$ cat config.mk
export PLATFORM = sky130hd
export DESIGN_NAME = recursive_median_filter_minmax_unit
export DESIGN_NICKNAME = d
export VERILOG_FILES = /design/src/design/rmfmm_pkg.sv /design/src/design/rmfmm_store.sv /design/src/design/rmfmm_select.sv /design/src/design/recursive_median_filter_minmax_unit.sv
export SDC_FILE = /design/constraint.sdc
export NUM_CORES = 1
export LEC_CHECK = 0
export BUFFER_PORTS_ARGS = -buffer_cell sky130_fd_sc_hd__clkbuf_2
export CAP_MARGIN = 30
export CORE_AREA = 2 2 257 284
export DETAILED_ROUTE_END_ITERATION = 7
export DIE_AREA = 0 0 259 286
export MAX_ROUTING_LAYER = met4
export PLACE_DENSITY_LB_ADDON = 0.05
export SYNTH_ARGS = -nofsm -noshare
export SYNTH_HDL_FRONTEND = slang
export SYNTH_SLANG_ARGS = --single-unit
$ cat constraint.sdc
create_clock -name clk -period 11 [get_ports clk]
set_input_delay 2.2 -clock clk [delete_from_list [all_inputs] [get_ports clk]]
set_output_delay 2.2 -clock clk [all_outputs]
set_load 0.005 [all_outputs]
$ cat src/design/rmfmm_pkg.sv
// ============================================================================
// rmfmm_pkg: shared types and constants of the recursive median filter
// Holds field widths, register indexes, reset values, the sequencer state
// type and the control bundle that drives the sample store.
// ============================================================================
package rmfmm_pkg;

    // Field widths
    localparam int DATA_W     = 16;
    localparam int WW_W       = 4;
    localparam int BL_W       = 13;
    localparam int CFG_IDX_W  = 2;
    localparam int CFG_DATA_W = BL_W;
    localparam int BIT_CNT_W  = $clog2(DATA_W);

    // Configuration register indexes
    localparam logic [CFG_IDX_W-1:0] CFG_WINDOW_WIDTH = 2'd0;
    localparam logic [CFG_IDX_W-1:0] CFG_BLOCK_LENGTH = 2'd1;

    // Reset values
    localparam logic [WW_W-1:0]   WW_RESET  = 4'd10;
    localparam logic [BL_W-1:0]   BL_RESET  = 13'd4096;
    localparam logic [DATA_W-1:0] MIN_RESET = 16'hFFFF;

    // Sequencer states
    typedef enum logic [2:0] {
        ST_IDLE,
        ST_PASS,
        ST_LOAD,
        ST_RUN,
        ST_EMIT
    } rmfmm_state_t;

    // Store control: write one raw sample, or advance both lines by one
    typedef struct packed {
        logic raw_write;
        logic advance;
    } rmfmm_store_ctl_t;

endpackage

$ cat src/design/rmfmm_store.sv
// ============================================================================
// rmfmm_store: raw look-ahead line and filtered history line
// Raw samples land at a chosen slot; each produced result shifts the raw
// line down by one and pushes the filtered value onto the history line.
// ============================================================================
module rmfmm_store
    import rmfmm_pkg::*;
#(
    parameter int MAX_HALF = 5
)(
    input  logic                          clk,
    input  rmfmm_store_ctl_t              ctl,
    input  logic [$clog2(MAX_HALF+1)-1:0] raw_idx,
    input  logic [DATA_W-1:0]             raw_data,
    input  logic [DATA_W-1:0]             push_data,
    output logic [DATA_W-1:0]             raw_q  [MAX_HALF+1],
    output logic [DATA_W-1:0]             hist_q [MAX_HALF]
);

    logic [DATA_W-1:0] raw_reg  [MAX_HALF+1];
    logic [DATA_W-1:0] raw_next [MAX_HALF+1];
    logic [DATA_W-1:0] hist_reg  [MAX_HALF];
    logic [DATA_W-1:0] hist_next [MAX_HALF];

    always_comb
    begin
        raw_next  = raw_reg;
        hist_next = hist_reg;
        if (ctl.raw_write)
        begin
            raw_next[raw_idx] = raw_data;
        end
        if (ctl.advance)
        begin
            for (int k = 0; k < MAX_HALF; k++)
            begin
                raw_next[k] = raw_reg[k+1];
            end
            hist_next[0] = push_data;
            for (int k = 1; k < MAX_HALF; k++)
            begin
                hist_next[k] = hist_reg[k-1];
            end
        end
    end

    always_ff @(posedge clk)
    begin
        raw_reg  <= raw_next;
        hist_reg <= hist_next;
    end

    assign raw_q  = raw_reg;
    assign hist_q = hist_reg;

endmodule

$ cat src/design/rmfmm_select.sv
// ============================================================================
// rmfmm_select: bit-serial rank selector
// Finds the element of a given rank among the active slots, one bit per
// cycle from the MSB, by counting active slots whose current bit is zero.
// ============================================================================
module rmfmm_select
    import rmfmm_pkg::*;
#(
    parameter int SPAN = 11
)(
    input  logic                        clk,
    input  logic                        rst_n,
    input  logic                        start,
    input  logic [DATA_W-1:0]           slot_val [SPAN],
    input  logic [SPAN-1:0]             slot_act,
    input  logic [$clog2(SPAN+1)-1:0]   rank,
    output logic                        done,
    output logic [DATA_W-1:0]           result
);

    localparam int CNT_W = $clog2(SPAN+1);

    logic [DATA_W-1:0]    shift_reg  [SPAN];
    logic [DATA_W-1:0]    shift_next [SPAN];
    logic [SPAN-1:0]      act_reg, act_next;
    logic [CNT_W-1:0]     rank_reg, rank_next;
    logic [DATA_W-1:0]    res_reg, res_next;
    logic [BIT_CNT_W-1:0] bit_reg, bit_next;
    logic                 busy_reg, busy_next;
    logic                 done_reg, done_next;
    logic [SPAN-1:0]      msb;
    logic [SPAN-1:0]      zeros;
    logic [CNT_W-1:0]     zero_cnt;
    logic                 pick_one;

    always_comb
    begin
        for (int j = 0; j < SPAN; j++)
        begin
            msb[j] = shift_reg[j][DATA_W-1];
        end
        zeros    = act_reg & ~msb;
        zero_cnt = '0;
        for (int j = 0; j < SPAN; j++)
        begin
            zero_cnt = zero_cnt + CNT_W'(zeros[j]);
        end
        // rank at or above the zero count: the answer bit is one
        pick_one = (rank_reg >= zero_cnt);

        shift_next = shift_reg;
        act_next   = act_reg;
        rank_next  = rank_reg;
        res_next   = res_reg;
        bit_next   = bit_reg;
        busy_next  = busy_reg;
        done_next  = 1'b0;

        if (start)
        begin
            shift_next = slot_val;
            act_next   = slot_act;
            rank_next  = rank;
            bit_next   = '0;
            busy_next  = 1'b1;
        end
        else if (busy_reg)
        begin
            for (int j = 0; j < SPAN; j++)
            begin
                shift_next[j] = {shift_reg[j][DATA_W-2:0], 1'b0};
            end
            res_next = {res_reg[DATA_W-2:0], pick_one};
            if (pick_one)
            begin
                act_next  = act_reg & msb;
                rank_next = rank_reg - zero_cnt;
            end
            else
            begin
                act_next = zeros;
            end
            bit_next = bit_reg + BIT_CNT_W'(1);
            if (bit_reg == BIT_CNT_W'(DATA_W-1))
            begin
                busy_next = 1'b0;
                done_next = 1'b1;
            end
        end
    end

    always_ff @(posedge clk or negedge rst_n)
    begin
        if (!rst_n)
        begin
            busy_reg <= 1'b0;
            done_reg <= 1'b0;
            bit_reg  <= '0;
        end
        else
        begin
            busy_reg <= busy_next;
            done_reg <= done_next;
            bit_reg  <= bit_next;
        end
    end

    always_ff @(posedge clk)
    begin
        shift_reg <= shift_next;
        act_reg   <= act_next;
        rank_reg  <= rank_next;
        res_reg   <= res_next;
    end

    assign done   = done_reg;
    assign result = res_reg;

endmodule

$ cat src/design/recursive_median_filter_minmax_unit.sv
// ============================================================================
// recursive_median_filter_minmax_unit: recursive median filter with min/max
// Clipped, odd-width median over a block of 16-bit samples, in place, so
// that earlier window positions hold filtered values. Reports the block's
// filtered minimum and maximum on its final result when the window fits the block.
// ============================================================================
// A sample that completes a window goes through LOAD, RUN and EMIT, the
//   bit-serial selector working in RUN, before its result is registered;
//   a pass-through sample goes through PASS alone. No new sample is taken
//   until the one in hand is done; the final sample of a block repeats LOAD,
//   RUN and EMIT per pending position; a sample with no window stays IDLE.
// Reset: window width 10, block length 4096, position 0, no result pending.
// ============================================================================
module recursive_median_filter_minmax_unit
    import rmfmm_pkg::*;
#(
    parameter int MAX_HALF  = 5,
    parameter int BLOCK_MAX = 4096
)(
    input  logic                  clk,
    input  logic                  rst_n,
    // configuration write port
    input  logic                  cfg_write,
    input  logic [CFG_IDX_W-1:0]  cfg_index,
    input  logic [CFG_DATA_W-1:0] cfg_data,
    // sample channel
    input  logic                  in_valid,
    output logic                  in_ready,
    input  logic [DATA_W-1:0]     sample,
    // result channel
    output logic                  out_valid,
    input  logic                  out_ready,
    output logic [DATA_W-1:0]     filtered,
    output logic                  block_end,
    output logic [DATA_W-1:0]     min_seen,
    output logic [DATA_W-1:0]     max_seen,
    output logic                  bad_window
);

    // Window span, half-width, window count and position widths
    localparam int SPAN  = 2 * MAX_HALF + 1;
    localparam int H_W   = $clog2(MAX_HALF + 1);
    localparam int N_W   = $clog2(SPAN + 1);
    localparam int P_W   = $clog2(BLOCK_MAX);
    localparam int LEN_W = ($clog2(BLOCK_MAX + 1) > BL_W) ? $clog2(BLOCK_MAX + 1) : BL_W;
    localparam int C_W   = ((P_W > H_W) ? P_W : H_W) + 1;

    // ------------------------------------------------------------------
    // Registers
    // ------------------------------------------------------------------
    rmfmm_state_t      state_reg, state_next;
    logic [WW_W-1:0]   ww_reg, ww_next;
    logic [BL_W-1:0]   bl_reg, bl_next;
    logic [P_W-1:0]    pos_reg, pos_next;
    logic [DATA_W-1:0] run_min_reg, run_min_next;
    logic [DATA_W-1:0] run_max_reg, run_max_next;

    // per-sample working state
    logic [P_W-1:0]    item_p_reg, item_p_next;
    logic [P_W-1:0]    item_i_reg, item_i_next;
    logic              item_last_reg, item_last_next;
    logic [DATA_W-1:0] hold_reg, hold_next;

    // output register
    logic              out_valid_reg, out_valid_next;
    logic [DATA_W-1:0] filtered_reg, filtered_next;
    logic              block_end_reg, block_end_next;
    logic [DATA_W-1:0] min_seen_reg, min_seen_next;
    logic [DATA_W-1:0] max_seen_reg, max_seen_next;
    logic              bad_window_reg, bad_window_next;

    // ------------------------------------------------------------------
    // Block geometry from the configuration
    // ------------------------------------------------------------------
    logic [LEN_W-1:0]  blen_ext;
    logic [LEN_W-1:0]  eff_len;
    logic [WW_W-1:0]   half_raw;
    logic [H_W-1:0]    half;
    logic              is_bad;
    logic              is_last;
    logic [C_W-1:0]    pos_c, half_c, i0_c;
    logic [H_W-1:0]    raw_idx;
    logic              has_out;

    always_comb
    begin
        blen_ext = LEN_W'(bl_reg);
        // a zero length acts as one; clamp to the largest supported block
        if (bl_reg == '0)
        begin
            eff_len = LEN_W'(1);
        end
        else if (blen_ext > LEN_W'(BLOCK_MAX))
        begin
            eff_len = LEN_W'(BLOCK_MAX);
        end
        else
        begin
            eff_len = blen_ext;
        end

        // rounding up to odd then halving drops the low bit
        half_raw = ww_reg >> 1;
        half = ({1'b0, half_raw} > 5'(MAX_HALF)) ? H_W'(MAX_HALF) : H_W'(half_raw);

        is_bad  = (LEN_W'(ww_reg) > eff_len);
        is_last = ((LEN_W'(pos_reg) + LEN_W'(1)) >= eff_len);

        pos_c   = C_W'(pos_reg);
        half_c  = C_W'(half);
        // first position whose window this sample completes
        i0_c    = (pos_c >= half_c) ? (pos_c - half_c) : '0;
        raw_idx = H_W'(pos_c - i0_c);
        has_out = is_last || (pos_c >= half_c);
    end

    // ------------------------------------------------------------------
    // Window set-up for the current output position
    // ------------------------------------------------------------------
    logic [C_W-1:0]    ip_c, dist_c;
    logic [H_W-1:0]    hist_cnt;
    logic [H_W-1:0]    raw_last;
    logic [N_W-1:0]    win_cnt;
    logic [N_W-1:0]    sel_rank;
    logic [SPAN-1:0]   slot_act;
    logic [DATA_W-1:0] slot_val [SPAN];
    logic [DATA_W-1:0] raw_q    [MAX_HALF+1];
    logic [DATA_W-1:0] hist_q   [MAX_HALF];

    always_comb
    begin
        ip_c   = C_W'(item_i_reg);
        dist_c = C_W'(item_p_reg) - ip_c;
        // clip the window at the block start and at the newest sample
        hist_cnt = (ip_c < half_c) ? H_W'(ip_c) : half;
        raw_last = (dist_c < half_c) ? H_W'(dist_c) : half;
        win_cnt  = N_W'(hist_cnt) + N_W'(raw_last) + N_W'(1);
        // upper middle on an even count
        sel_rank = win_cnt >> 1;

        for (int j = 0; j < MAX_HALF; j++)
        begin
            slot_val[j] = hist_q[j];
            slot_act[j] = (H_W'(j) < hist_cnt);
        end
        for (int k = 0; k <= MAX_HALF; k++)
        begin
            slot_val[MAX_HALF+k] = raw_q[k];
            slot_act[MAX_HALF+k] = (H_W'(k) <= raw_last);
        end
    end

    // ------------------------------------------------------------------
    // Sample store and selector
    // ------------------------------------------------------------------
    rmfmm_store_ctl_t  store_ctl;
    logic              sel_start;
    logic              sel_done;
    logic [DATA_W-1:0] sel_result;

    rmfmm_store #(
        .MAX_HALF (MAX_HALF)
    ) u_store (
        .clk       (clk),
        .ctl       (store_ctl),
        .raw_idx   (raw_idx),
        .raw_data  (sample),
        .push_data (sel_result),
        .raw_q     (raw_q),
        .hist_q    (hist_q)
    );

    rmfmm_select #(
        .SPAN (SPAN)
    ) u_select (
        .clk      (clk),
        .rst_n    (rst_n),
        .start    (sel_start),
        .slot_val (slot_val),
        .slot_act (slot_act),
        .rank     (sel_rank),
        .done     (sel_done),
        .result   (sel_result)
    );

    // ------------------------------------------------------------------
    // Sequencer
    // ------------------------------------------------------------------
    logic              out_free;
    logic              final_out;
    logic [DATA_W-1:0] new_min, new_max;

    assign out_free  = !out_valid_reg || out_ready;
    assign final_out = item_last_reg && (item_i_reg == item_p_reg);
    assign new_min   = (sel_result < run_min_reg) ? sel_result : run_min_reg;
    assign new_max   = (sel_result > run_max_reg) ? sel_result : run_max_reg;

    always_comb
    begin
        state_next      = state_reg;
        ww_next         = ww_reg;
        bl_next         = bl_reg;
        pos_next        = pos_reg;
        run_min_next    = run_min_reg;
        run_max_next    = run_max_reg;
        item_p_next     = item_p_reg;
        item_i_next     = item_i_reg;
        item_last_next  = item_last_reg;
        hold_next       = hold_reg;
        out_valid_next  = out_valid_reg;
        filtered_next   = filtered_reg;
        block_end_next  = block_end_reg;
        min_seen_next   = min_seen_reg;
        max_seen_next   = max_seen_reg;
        bad_window_next = bad_window_reg;
        store_ctl       = '0;
        sel_start       = 1'b0;
        in_ready        = 1'b0;

        // drop the held result once its transaction completes
        if (out_valid_reg && out_ready)
        begin
            out_valid_next = 1'b0;
        end

        case (state_reg)
            ST_IDLE:
            begin
                in_ready = 1'b1;
                if (in_valid)
                begin
                    hold_next      = sample;
                    item_last_next = is_last;
                    item_p_next    = pos_reg;
                    item_i_next    = P_W'(i0_c);
                    pos_next       = is_last ? '0 : (pos_reg + P_W'(1));
                    if (is_bad)
                    begin
                        state_next = ST_PASS;
                    end
                    else
                    begin
                        // store the sample; it may complete no window yet
                        store_ctl.raw_write = 1'b1;
                        if (has_out)
                        begin
                            state_next = ST_LOAD;
                        end
                    end
                end
            end

            ST_PASS:
            begin
                // window wider than the block: pass the sample unchanged
                if (out_free)
                begin
                    out_valid_next  = 1'b1;
                    filtered_next   = hold_reg;
                    block_end_next  = item_last_reg;
                    min_seen_next   = '0;
                    max_seen_next   = '0;
                    bad_window_next = 1'b1;
                    if (item_last_reg)
                    begin
                        run_min_next = MIN_RESET;
                        run_max_next = '0;
                    end
                    state_next = ST_IDLE;
                end
            end

            ST_LOAD:
            begin
                sel_start  = 1'b1;
                state_next = ST_RUN;
            end

            ST_RUN:
            begin
                if (sel_done)
                begin
                    state_next = ST_EMIT;
                end
            end

            ST_EMIT:
            begin
                if (out_free)
                begin
                    out_valid_next  = 1'b1;
                    filtered_next   = sel_result;
                    block_end_next  = final_out;
                    min_seen_next   = final_out ? new_min : '0;
                    max_seen_next   = final_out ? new_max : '0;
                    bad_window_next = 1'b0;
                    // push the filtered value into history, advance the raw line
                    store_ctl.advance = 1'b1;
                    if (final_out)
                    begin
                        run_min_next = MIN_RESET;
                        run_max_next = '0;
                    end
                    else
                    begin
                        run_min_next = new_min;
                        run_max_next = new_max;
                    end
                    // the block's final sample flushes every pending position
                    if (item_last_reg && !final_out)
                    begin
                        item_i_next = item_i_reg + P_W'(1);
                        state_next  = ST_LOAD;
                    end
                    else
                    begin
                        state_next = ST_IDLE;
                    end
                end
            end

            default:
            begin
                state_next = ST_IDLE;
            end
        endcase

        // any configuration write abandons the block in progress
        if (cfg_write)
        begin
            pos_next     = '0;
            run_min_next = MIN_RESET;
            run_max_next = '0;
            case (cfg_index)
                CFG_WINDOW_WIDTH: ww_next = cfg_data[WW_W-1:0];
                CFG_BLOCK_LENGTH: bl_next = cfg_data[BL_W-1:0];
                default:          ;
            endcase
        end
    end

    always_ff @(posedge clk or negedge rst_n)
    begin
        if (!rst_n)
        begin
            state_reg     <= ST_IDLE;
            ww_reg        <= WW_RESET;
            bl_reg        <= BL_RESET;
            pos_reg       <= '0;
            run_min_reg   <= MIN_RESET;
            run_max_reg   <= '0;
            out_valid_reg <= 1'b0;
        end
        else
        begin
            state_reg     <= state_next;
            ww_reg        <= ww_next;
            bl_reg        <= bl_next;
            pos_reg       <= pos_next;
            run_min_reg   <= run_min_next;
            run_max_reg   <= run_max_next;
            out_valid_reg <= out_valid_next;
        end
    end

    always_ff @(posedge clk)
    begin
        item_p_reg     <= item_p_next;
        item_i_reg     <= item_i_next;
        item_last_reg  <= item_last_next;
        hold_reg       <= hold_next;
        filtered_reg   <= filtered_next;
        block_end_reg  <= block_end_next;
        min_seen_reg   <= min_seen_next;
        max_seen_reg   <= max_seen_next;
        bad_window_reg <= bad_window_next;
    end

    assign out_valid  = out_valid_reg;
    assign filtered   = filtered_reg;
    assign block_end  = block_end_reg;
    assign min_seen   = min_seen_reg;
    assign max_seen   = max_seen_reg;
    assign bad_window = bad_window_reg;

    // ------------------------------------------------------------------
    // Assertions
    // ------------------------------------------------------------------
    a_cfg_restarts_block: assert property (@(posedge clk) disable iff (!rst_n)
        cfg_write |=> (pos_reg == '0 && run_max_reg == '0 && run_min_reg == MIN_RESET))
        else $error("configuration write did not restart the block");

    a_pass_no_extrema: assert property (@(posedge clk) disable iff (!rst_n)
        (out_valid_reg && bad_window_reg) |-> (min_seen_reg == '0 && max_seen_reg == '0))
        else $error("pass-through result carries extrema");

    a_mid_block_no_extrema: assert property (@(posedge clk) disable iff (!rst_n)
        (out_valid_reg && !block_end_reg) |-> (min_seen_reg == '0 && max_seen_reg == '0))
        else $error("extrema reported before the end of the block");

    a_extrema_order: assert property (@(posedge clk) disable iff (!rst_n)
        (out_valid_reg && block_end_reg && !bad_window_reg) |-> (min_seen_reg <= max_seen_reg))
        else $error("block minimum above block maximum");

    a_select_done_in_run: assert property (@(posedge clk) disable iff (!rst_n)
        sel_done |-> (state_reg == ST_RUN))
        else $error("selector finished outside the run state");

endmodule
# Yosys cells after proc, flatten, opt, wreduce, memory -nomap -nowiden
# Index checks and enable logic that the tools add are counted.
dict set report op_classes {
  muxes 83
  add_sub_neg 20
  bitwise 5
  order_cmp 23
  n_reduce_logical 31
  n_eq_ne 16
}
# op count
set ops {}
lappend ops {{176-bit two-way mux} 2}
lappend ops {{16-bit two-way mux} 20}
lappend ops {{16-bit one-hot mux with 2 select lines} 5}
lappend ops {{96-bit bitwise mux} 1}
lappend ops {{12-bit two-way mux} 8}
lappend ops {{96-bit two-way mux} 1}
lappend ops {{80-bit two-way mux} 1}
lappend ops {{16-bit demux with 3-bit select} 1}
lappend ops {{4-bit by 1-bit adder with 4-bit output} 9}
lappend ops {{3-bit two-way mux} 12}
lappend ops {{11-bit two-way mux} 3}
lappend ops {{13-bit two-way mux} 2}
lappend ops {{12-bit by 1-bit adder with 12-bit output, second input constant} 2}
lappend ops {{12-bit one-hot mux with 2 select lines} 1}
lappend ops {{11-bit bitwise AND} 2}
lappend ops {{1-bit two-way mux} 20}
lappend ops {{16-bit > comparator} 1}
lappend ops {{16-bit < comparator} 1}
lappend ops {{3-bit one-hot mux with 5 select lines} 1}
lappend ops {{2-bit AND reduction} 7}
lappend ops {{2-bit nonzero test} 7}
lappend ops {{12-bit by 1-bit adder with 13-bit output, second input constant} 1}
lappend ops {{13-bit >= comparator} 1}
lappend ops {{13-bit > comparator, second input constant} 1}
lappend ops {{other kinds (47)} 68}
dict set report totals {
  out_inout_bits 52
  regBits 545
  inputBits 36
  word_cells 223
}

# Logic depth before layout (Yosys ltp)
# Gate-level depths: netlist of run 1.
dict set report logic_depth {
  word_depth 16
  depth_mapped 20
  depth_no_buf 20
}

# Modules after synthesis
# Synthesis of run 1 repeated with hierarchy kept, for this count alone.
dict set report unflattened {
  cells_unflattened 1777
  hier_area_um2 24866.3
}
# module instances area_per_inst_um2 cells_per_inst seq_area_each_um2
set by_module_without_submodules {}
lappend by_module_without_submodules {rmfmm_select 1 9360.2 531 6366.1}
lappend by_module_without_submodules {recursive_median_filter_minmax_unit 1 9162.5 858 4383.0}
lappend by_module_without_submodules {rmfmm_store 1 6343.6 388 5285.1}

# Worst setup path before layout of run 1
# Ideal clock, no wire load.
dict set report synth_timing {
  path_type {input port to flip-flop}
  startpoint {input port out_ready}
  endpoint {register bad_window_reg, in the netlist bad_window, enable pin}
  setup_time_ns 0.520
  setup_slack_ns 4.764
  cell_stages 2
  t_required_ns 10.480
  arrival_ns 5.716
  n_path_buf 0
  cell_sequence {nor2b_1 > nor3_1}
}
dict set report synth_between {
  elab_chain_len 3
  word_cells_on_any_way 4
  cone_classes {eq/ne: 2; reduce/logical: 2}
}
# item line_no
set synth_lines {}
lappend synth_lines {{start: declaration} recursive_median_filter_minmax_unit.sv:32} ;# input logic out_ready,
lappend synth_lines {{1-bit logical OR *} recursive_median_filter_minmax_unit.sv:193} ;# assign out_free = !out_valid_reg || out_ready;
lappend synth_lines {{2-bit inequality test (no line)} n/a}
lappend synth_lines {{3-bit AND reduction (no line) *} n/a}
lappend synth_lines {{end signal: assignment} recursive_median_filter_minmax_unit.sv:376} ;# bad_window_reg <= bad_window_next;
lappend synth_lines {{end: declaration} recursive_median_filter_minmax_unit.sv:70} ;# logic bad_window_reg, bad_window_next;
# Mark *: on every way between the ends. The rest lies on a longest branch, timed or not.
# A chain may end at the register's enable or synchronous reset.

# Final worst setup path of run 1
dict set report layout_timing {
  startpoint {register ww_reg[2]}
  endpoint {register u_store.raw_reg, in the netlist u_store.raw_q[89], enable pin}
}
dict set report layout_between {
  elab_chain_len 5
}
# item line_no
set layout_lines {}
lappend layout_lines {{start: declaration} recursive_median_filter_minmax_unit.sv:52} ;# logic [WW_W-1:0] ww_reg, ww_next;
lappend layout_lines {{start signal: assignment} recursive_median_filter_minmax_unit.sv:357} ;# ww_reg <= ww_next;
lappend layout_lines {{4-bit by 13-bit > comparator with 1-bit output} recursive_median_filter_minmax_unit.sv:106} ;# is_bad = (LEN_W'(ww_reg) > eff_len);
lappend layout_lines {{1-bit two-way mux} recursive_median_filter_minmax_unit.sv:237} ;# if (is_bad)
lappend layout_lines {{1-bit two-way mux} recursive_median_filter_minmax_unit.sv:230} ;# if (in_valid)
lappend layout_lines {{1-bit two-way mux} recursive_median_filter_minmax_unit.sv:226} ;# case (state_reg)
lappend layout_lines {{2-bit nonzero test (no line)} n/a}
lappend layout_lines {{end signal: assignment} rmfmm_store.sv:49} ;# raw_reg <= raw_next;
lappend layout_lines {{end: declaration} rmfmm_store.sv:20} ;# logic [DATA_W-1:0] raw_reg [MAX_HALF+1];
# Every way passes these cells.

==> flow_metrics.py, run 1 <==
metrics = {
    "worst_setup_path": {
        "path_cells": "a21oi_1 > inv_1 > ha_1 > inv_1 > fa_1 > a21o_1 > nor3_1 > and2_1 > or3_1 > fa_1 > xnor2_1 > xnor2_1 > buf_4 > nor2b_1 > and2_1 > or2_1",
        "crit_fanout": 16,
        "slowest_stage": "and2_1",
        "cp.depth": 16,
        "crit_buf_inv": 3,
        "crit_required_ns": 11.26,
        "rr_worst_depth": 16,
        "cp.arrival_ns": 5.34,
        "end_kind": "register",
        "cpPeakStageDelay_ns": 0.59,
        "crit_path_start_kind": "register",
        "path_class": "reg2reg",
        "regToRegSetupSlack_ns": 5.92,
        "crit_family": "simple AND/OR/NAND/NOR gates",
        "r2r-end": "u_store.raw_q[89]$_DFFE_PP_",
        "r2r_start": "ww_reg[2]$_DFFE_PN0P_",
    },
    "timing": {
        "finalSetupViolCount": 0,
        "tightest_slew_ns": 0.970,
        "fmaxAchievable_mhz": 197,
        "slew_viol_final": 0,
        "period_needed_ns": 5.08,
        "finalHoldViolCount": 0,
        "slew-limit-headroom": 0.353,
        "hold_slack_ns": 0.441,
        "finClkSkew_ns": 0.0281,
        "min_period_over_period": 0.462,
        "finalSetupTns_ns": 0,
        "rsz0062_at_grt": "no",
    },
    "power": {
        "pwr-share-clk": 0.257,
        "comb_power_share": 0.302,
        "p_int_mw": 4.83,
        "pwr_density_cell_nw_per_um2": 262,
        "switchingPower_mw": 2.53,
        "ir_worst_vdd_mv": 0.157,
        "finalPower_mw": 7.36,
        "p_leak_nw": 11.7,
        "netSwitchingFraction": 0.344,
        "sequentialPowerShare": 0.442,
    },
    "place": {
        "portBuffers": 87,
        "dp_hpwl_um": 38900,
        "place_congestion": 0.771,
        "place_inst": 3032,
    },
    "synth": {
        "syn_inst": 2068,
        "synth_edf_count": 473,
        "synth_ff_type": "edfxtp_1",
        "async_flop_share": 0.130,
        "syn_avg_cell_area_um2": 12.0,
        "yosysUniqueCellTypes": 73,
        "synth_warnings": 0,
        "synth-seq-cells": 545,
        "syn_nets": 2196,
        "syn_area_um2": 24700,
        "synth_seq_area_share": 0.648,
    },
    "drt": {
        "wl_um": 59500,
        "drc_errors": 0,
        "viasPerCell": 4.89,
        "via_count": 15400,
        "postRouteAntennaNets": 0,
        "wire_per_inst_um": 18.9,
        "dr.pass1.iters": 4,
        "drt_iter0_drc": 1017,
    },
    "floorplan": {
        "io_pins": 88,
        "die_w_um": 259,
        "start_util": 0.347,
        "core_area_um2": 71300,
        "die_h_um": 286,
        "core.rowCount": 103,
        "die-area_um2": 74100,
    },
    "cts": {
        "cts_hold_buf": 0,
        "htree_num_levels": 2,
        "cts.sinks": 545,
        "cts.repair.resized": 0,
        "clkLatencyLatePin_ns": 0.63,
        "cts_tree": "built",
        "clock-root-buffer": "clkbuf_16",
        "clkTransAtPathRegs_ns": 0.06,
        "post-cts-setup-buffers": 0,
        "cts_max_path_buffers": 3,
        "numCtsBuffers": 59,
    },
    "global_routing": {
        "grt_pass1_wl_um": 94200,
        "grt_overflow": 0,
        "grt_max_degree": 182,
        "grt_pass1_vias": 15900,
        "antenna_found_initial": 2,
        "grtUsageTotal": 0.167,
    },
    "layout": {
        "drive_above_1_share": 0.121,
        "area_growth_pct": 13.7,
        "final_cells": 3145,
        "fillers": 6844,
        "num-nets-final": 2276,
        "largest_reg_flops": 165,
    },
    "min_path": {
        "min-delay-start": "u_store.hist_q[16]$_DFFE_PP_",
        "hp-class": "reg2reg",
        "min_path_cells": 0,
        "hold_end": "u_store.hist_q[0]$_DFFE_PP_",
    },
    "outcome": {
        "status": "finished clean",
    },
    "run": {
        "maxCapViolations": 0,
    },
}
[cells in the final DEF, fill, tap and decap left out, types with 16 or more instances in the layout]
master / Yosys / final
buf_4: 2 / 31
inv_1: 77 / 76
mux2_2: 18 / 18
nand4_1: 18 / 18
a21o_1: 22 / 22
nand2_1: 630 / 629
dfrtp_1: 52 / 52
xor2_1: 21 / 21
nand3_1: 21 / 21
dfstp_2: 19 / 19
ha_1: 81 / 81
nor2_1: 76 / 74
edfxtp_1: 473 / 473
clkbuf_2: 0 / 86
clkbuf_16: 0 / 60
o21ai_0: 36 / 35
clkinv_1: 1 / 16
mux2i_1: 39 / 39
a21oi_1: 43 / 42
o22a_1: 17 / 17
nor2b_1: 17 / 17
a22o_1: 84 / 84
xnor2_1: 28 / 28
[final cells by class]
type,instances,area [um^2],area share
sequential,545,16000,0.570
clock inverter,40,297,0.0105
antenna,1,2.50,0.0000890
multi-input combinational,1343,8060,0.287
tap,945,1180,0.0421
clock buffer,72,1550,0.0550
inverter,80,305,0.0109
timing repair buffer,119,703,0.0250
[cells by family after synthesis]
group	after synthesis	share of synthesized area
flops	545	0.648
fa+ha+maj	92	0.0499
simple gates	864	0.148
buf+inv	180	0.0285
compound gates	280	0.0838
mux	58	0.0246
xor+xnor	49	0.0174
[synth_stat cells, drive strengths merged (9+ instances only)]
cell / number / area, um^2
nand3: 21 / 105
inv: 79 / 297
o211ai: 9 / 67.6
and3: 14 / 87.6
xor2: 21 / 184
xnor2: 28 / 245
o21ai: 45 / 225
o22a: 17 / 149
nand4: 18 / 113
buf: 20 / 105
o22ai: 9 / 56.3
edfxtp: 473 / 14200
dfstp: 19 / 499
a21oi: 43 / 215
clkbuf: 80 / 300
a21o: 22 / 165
mux2i: 39 / 390
nand2: 630 / 2360
fa: 11 / 220
mux2: 19 / 218
nor2: 77 / 292
dfrtp: 52 / 1300
nor4: 14 / 103
nor2b: 17 / 106
nand2b: 15 / 93.8
ha: 81 / 1010
a32o: 10 / 100
nor3: 19 / 105
a22o: 84 / 736
[power groups by stage]
| stage | Combinational (mW) | Sequential (mW) | Clock [mW] |
|---|---|---|---|
| after detailed placement | 2.27 | 3.29 | 0 |
| after CTS | 2.28 | 3.26 | 1.96 |
| final | 2.22 | 3.25 | 1.89 |
| after floorplan | 1.54 | 3.22 | 0 |
| after global placement | 2.24 | 3.29 | 0 |
| after global routing | 2.54 | 3.31 | 2.03 |
[worst max path at each step]
stage	from	to	slack, ns
floorplan	out_ready	bad_window$_DFFE_PP_	4.76
global placement	out_ready	u_store.raw_q[55]$_DFFE_PP_	5.97
detailed placement	out_ready	u_store.raw_q[73]$_DFFE_PP_	5.86
CTS	u_select.act_reg[1]$_DFFE_PP_	u_select.act_reg[6]$_DFFE_PP_	5.88
global route	ww_reg[2]$_DFFE_PN0P_	u_store.raw_q[83]$_DFFE_PP_	5.56
finish	ww_reg[2]$_DFFE_PN0P_	u_store.raw_q[89]$_DFFE_PP_	5.92
[stage by stage]
step / worst slack [ns] / instance area (um^2) / util
after floorplan: 4.76 / 24700 / -
after global placement: 5.97 / 26300 / 0.369
after detailed placement: 5.86 / 26300 / 0.369
after CTS: 5.88 / 28100 / 0.394
after global routing: 5.56 / 28100 / 0.395
final: 5.92 / 28100 / 0.395
[routing by layer]
layer / wire, um / track usage / part of all wire / vias to the layer above
met2: 27000 / 0.253 / 0.45 / 219
met5: 0 / - / 0 / -
met3: 1920 / 0.0249 / 0.032 / 94
met4: 1310 / 0.0403 / 0.022 / 0
met1: 29300 / 0.236 / 0.49 / 7548
li1: - / - / - / 7520
(Power assumes the default switching activity.)
==> run 2: changes to the inputs <==
==> constraint.sdc (replaced) <==
create_clock -name clk -period 4.97 [get_ports clk]
set_input_delay 0.994 -clock clk [delete_from_list [all_inputs] [get_ports clk]]
set_output_delay 0.994 -clock clk [all_outputs]
set_load 0.005 [all_outputs]
==> flow_metrics.py, run 2 (same netlist as run 1, synthesis figures left out) <==
metrics = {
    "timing": {
        "finClkSkew_ns": 0.0235,
        "fmaxAchievable_mhz": 211,
        "slew_viol_final": 0,
        "period_needed_ns": 4.74,
        "min_period_over_period": 0.955,
        "finalSetupViolCount": 0,
        "finalHoldViolCount": 0,
        "tightest_slew_ns": 0.964,
        "slew-limit-headroom": 0.358,
        "rsz0062_at_grt": "no",
    },
    "cts": {
        "cts_max_path_buffers": 3,
        "numCtsBuffers": 61,
        "clkLatencyLatePin_ns": 0.63,
        "clock-root-buffer": "clkbuf_16",
        "cts_tree": "built",
        "cts.sinks": 545,
        "clkTransAtPathRegs_ns": 0.06,
        "htree_num_levels": 2,
    },
    "worst_setup_path": {
        "path_cells": "nor2b_1 > ha_1 > inv_1 > fa_1 > fa_1 > fa_1 > inv_1 > ha_2 > fa_1 > inv_1 > fa_2 > a21o_1 > a21o_1 > a21oi_4 > buf_6 > buf_4 > xor2_1 > nand3_1 > nand3_1",
        "crit_start": "u_select.act_reg[0]$_DFFE_PP_",
        "cpPeakStageDelay_ns": 0.50,
        "crit_fanout": 5,
        "path_class": "reg2reg",
        "rr_worst_depth": 19,
        "cp_common_cell": "fa_1",
        "slowest_stage": "fa_1",
        "cp.arrival_ns": 5.22,
        "r2r_start": "u_select.act_reg[0]$_DFFE_PP_",
        "r2r-end": "u_select.act_reg[8]$_DFFE_PP_",
        "regToRegSetupSlack_ns": 0.23,
        "crit_path_start_kind": "register",
        "crit_required_ns": 5.45,
        "end_kind": "register",
    },
    "floorplan": {
        "die_w_um": 259,
        "die_h_um": 286,
        "core_area_um2": 71300,
        "io_pins": 88,
        "start_util": 0.347,
        "die-area_um2": 74100,
        "core.rowCount": 103,
    },
    "drt": {
        "postRouteAntennaNets": 0,
        "dr.pass1.iters": 5,
        "via_count": 15500,
        "drt_iter0_drc": 885,
        "wire_per_inst_um": 19.0,
        "drc_errors": 0,
        "wl_um": 60300,
        "viasPerCell": 4.88,
    },
    "power": {
        "ir_worst_vdd_mv": 0.373,
        "p_leak_nw": 12.0,
        "pwr_density_cell_nw_per_um2": 592,
        "finalPower_mw": 16.9,
    },
    "global_routing": {
        "grt_pass1_wl_um": 94900,
        "grt_pass1_vias": 16000,
        "grt_overflow": 0,
        "antenna_found_initial": 2,
        "grt_max_degree": 182,
        "grtUsageTotal": 0.169,
    },
    "min_path": {
        "hp-class": "in2async",
    },
    "layout": {
        "final_common_cell": "nand2_1",
        "final_cells": 3176,
        "num-nets-final": 2304,
        "largest_reg_flops": 165,
        "mostFrequentLayoutCells": "nand2_1, edfxtp_1, clkbuf_2",
        "area_growth_pct": 15.3,
        "drive_above_1_share": 0.135,
    },
    "place": {
        "dp_hpwl_um": 39200,
        "place_inst": 3051,
        "portBuffers": 87,
        "place_congestion": 0.768,
    },
    "run": {
        "maxCapViolations": 0,
    },
    "outcome": {
        "status": "finished clean",
    },
}
-- run 2: changes by cell type in the layout (fill, tap and decap cells not counted), moves of 2 or more --
cell / change
clkinv_1: -4
clkinv_2: +2
buf_12: +3
bufinv_16: +4
clkbuf_8: +2
clkinvlp_4: -4
diode_2: +2
buf_4: +21
buf_6: +2
-- run 2: final cells by class --
cell class | instances | area [um^2]
fillers | 6821 | 42700
flip-flops and latches | 545 | 16000
multi-input cells | 1343 | 8080
clock buffers | 76 | 1600
well taps | 945 | 1180
repair buffers | 145 | 943
clock inverters | 39 | 380
inverters | 80 | 305
diodes | 3 | 7.51
-- run 2: through the flow --
stage	util	area (um^2)	hold slack [ns]	worst slack, ns	TNS (ns)
3_3_place_gp	0.371	26500	0.425	-0.00601	-0.0109
4_1_cts	0.400	28500	0.149	0.0296	0
2_1_floorplan	-	24700	0.418	0.0404	0
5_1_grt	0.400	28500	0.161	0.0106	0
3_5_place_dp	0.371	26500	0.435	-0.0749	-0.210
6_report	0.400	28500	0.194	0.225	0
-- run 2: repair_timing --
item,in CTS,in global routing
pin swaps,5,7
cloned,1,0
setup endpoints to repair,9,14
buffers inserted,3,3
hold buffers,0,0
resized for setup,5,3
-- run 2: worst max path at each step --
stage                                          endpoint  slack, ns
final                     u_select.act_reg[8]$_DFFE_PP_       0.23
after CTS                 u_select.act_reg[8]$_DFFE_PP_       0.03
after global routing      u_select.act_reg[2]$_DFFE_PP_       0.01
after floorplan           u_select.act_reg[7]$_DFFE_PP_       0.04
after detailed placement  u_select.act_reg[6]$_DFFE_PP_      -0.07
after global placement    u_select.act_reg[2]$_DFFE_PP_     -0.006
-- run 2: critical path: cells and delay by family (launching register included) --
| family | cells | cell delay, ns |
|---|---|---|
| simple gates | 3 | 0.39 |
| buf+inv | 5 | 0.44 |
| fa+ha+maj | 7 | 2.71 |
| xor+xnor | 1 | 0.15 |
| flops | 1 | 0.38 |
| compound gates | 3 | 0.52 |
-- run 2: power by group --
group / switching, mW / leakage [nW] / internal (mW)
Sequential: 0.632 / 5.69 / 6.59
Clock: 1.90 / 0.971 / 2.60
Combinational: 3.19 / 5.29 / 1.97
-- run 2: per-layer routing --
metal,vias up,track usage,routed length [um]
li1,7590,-,-
met2,240,0.258,27600
met5,-,-,0
met1,7586,0.236,29400
met3,73,0.0264,2120
met4,0,0.0408,1190
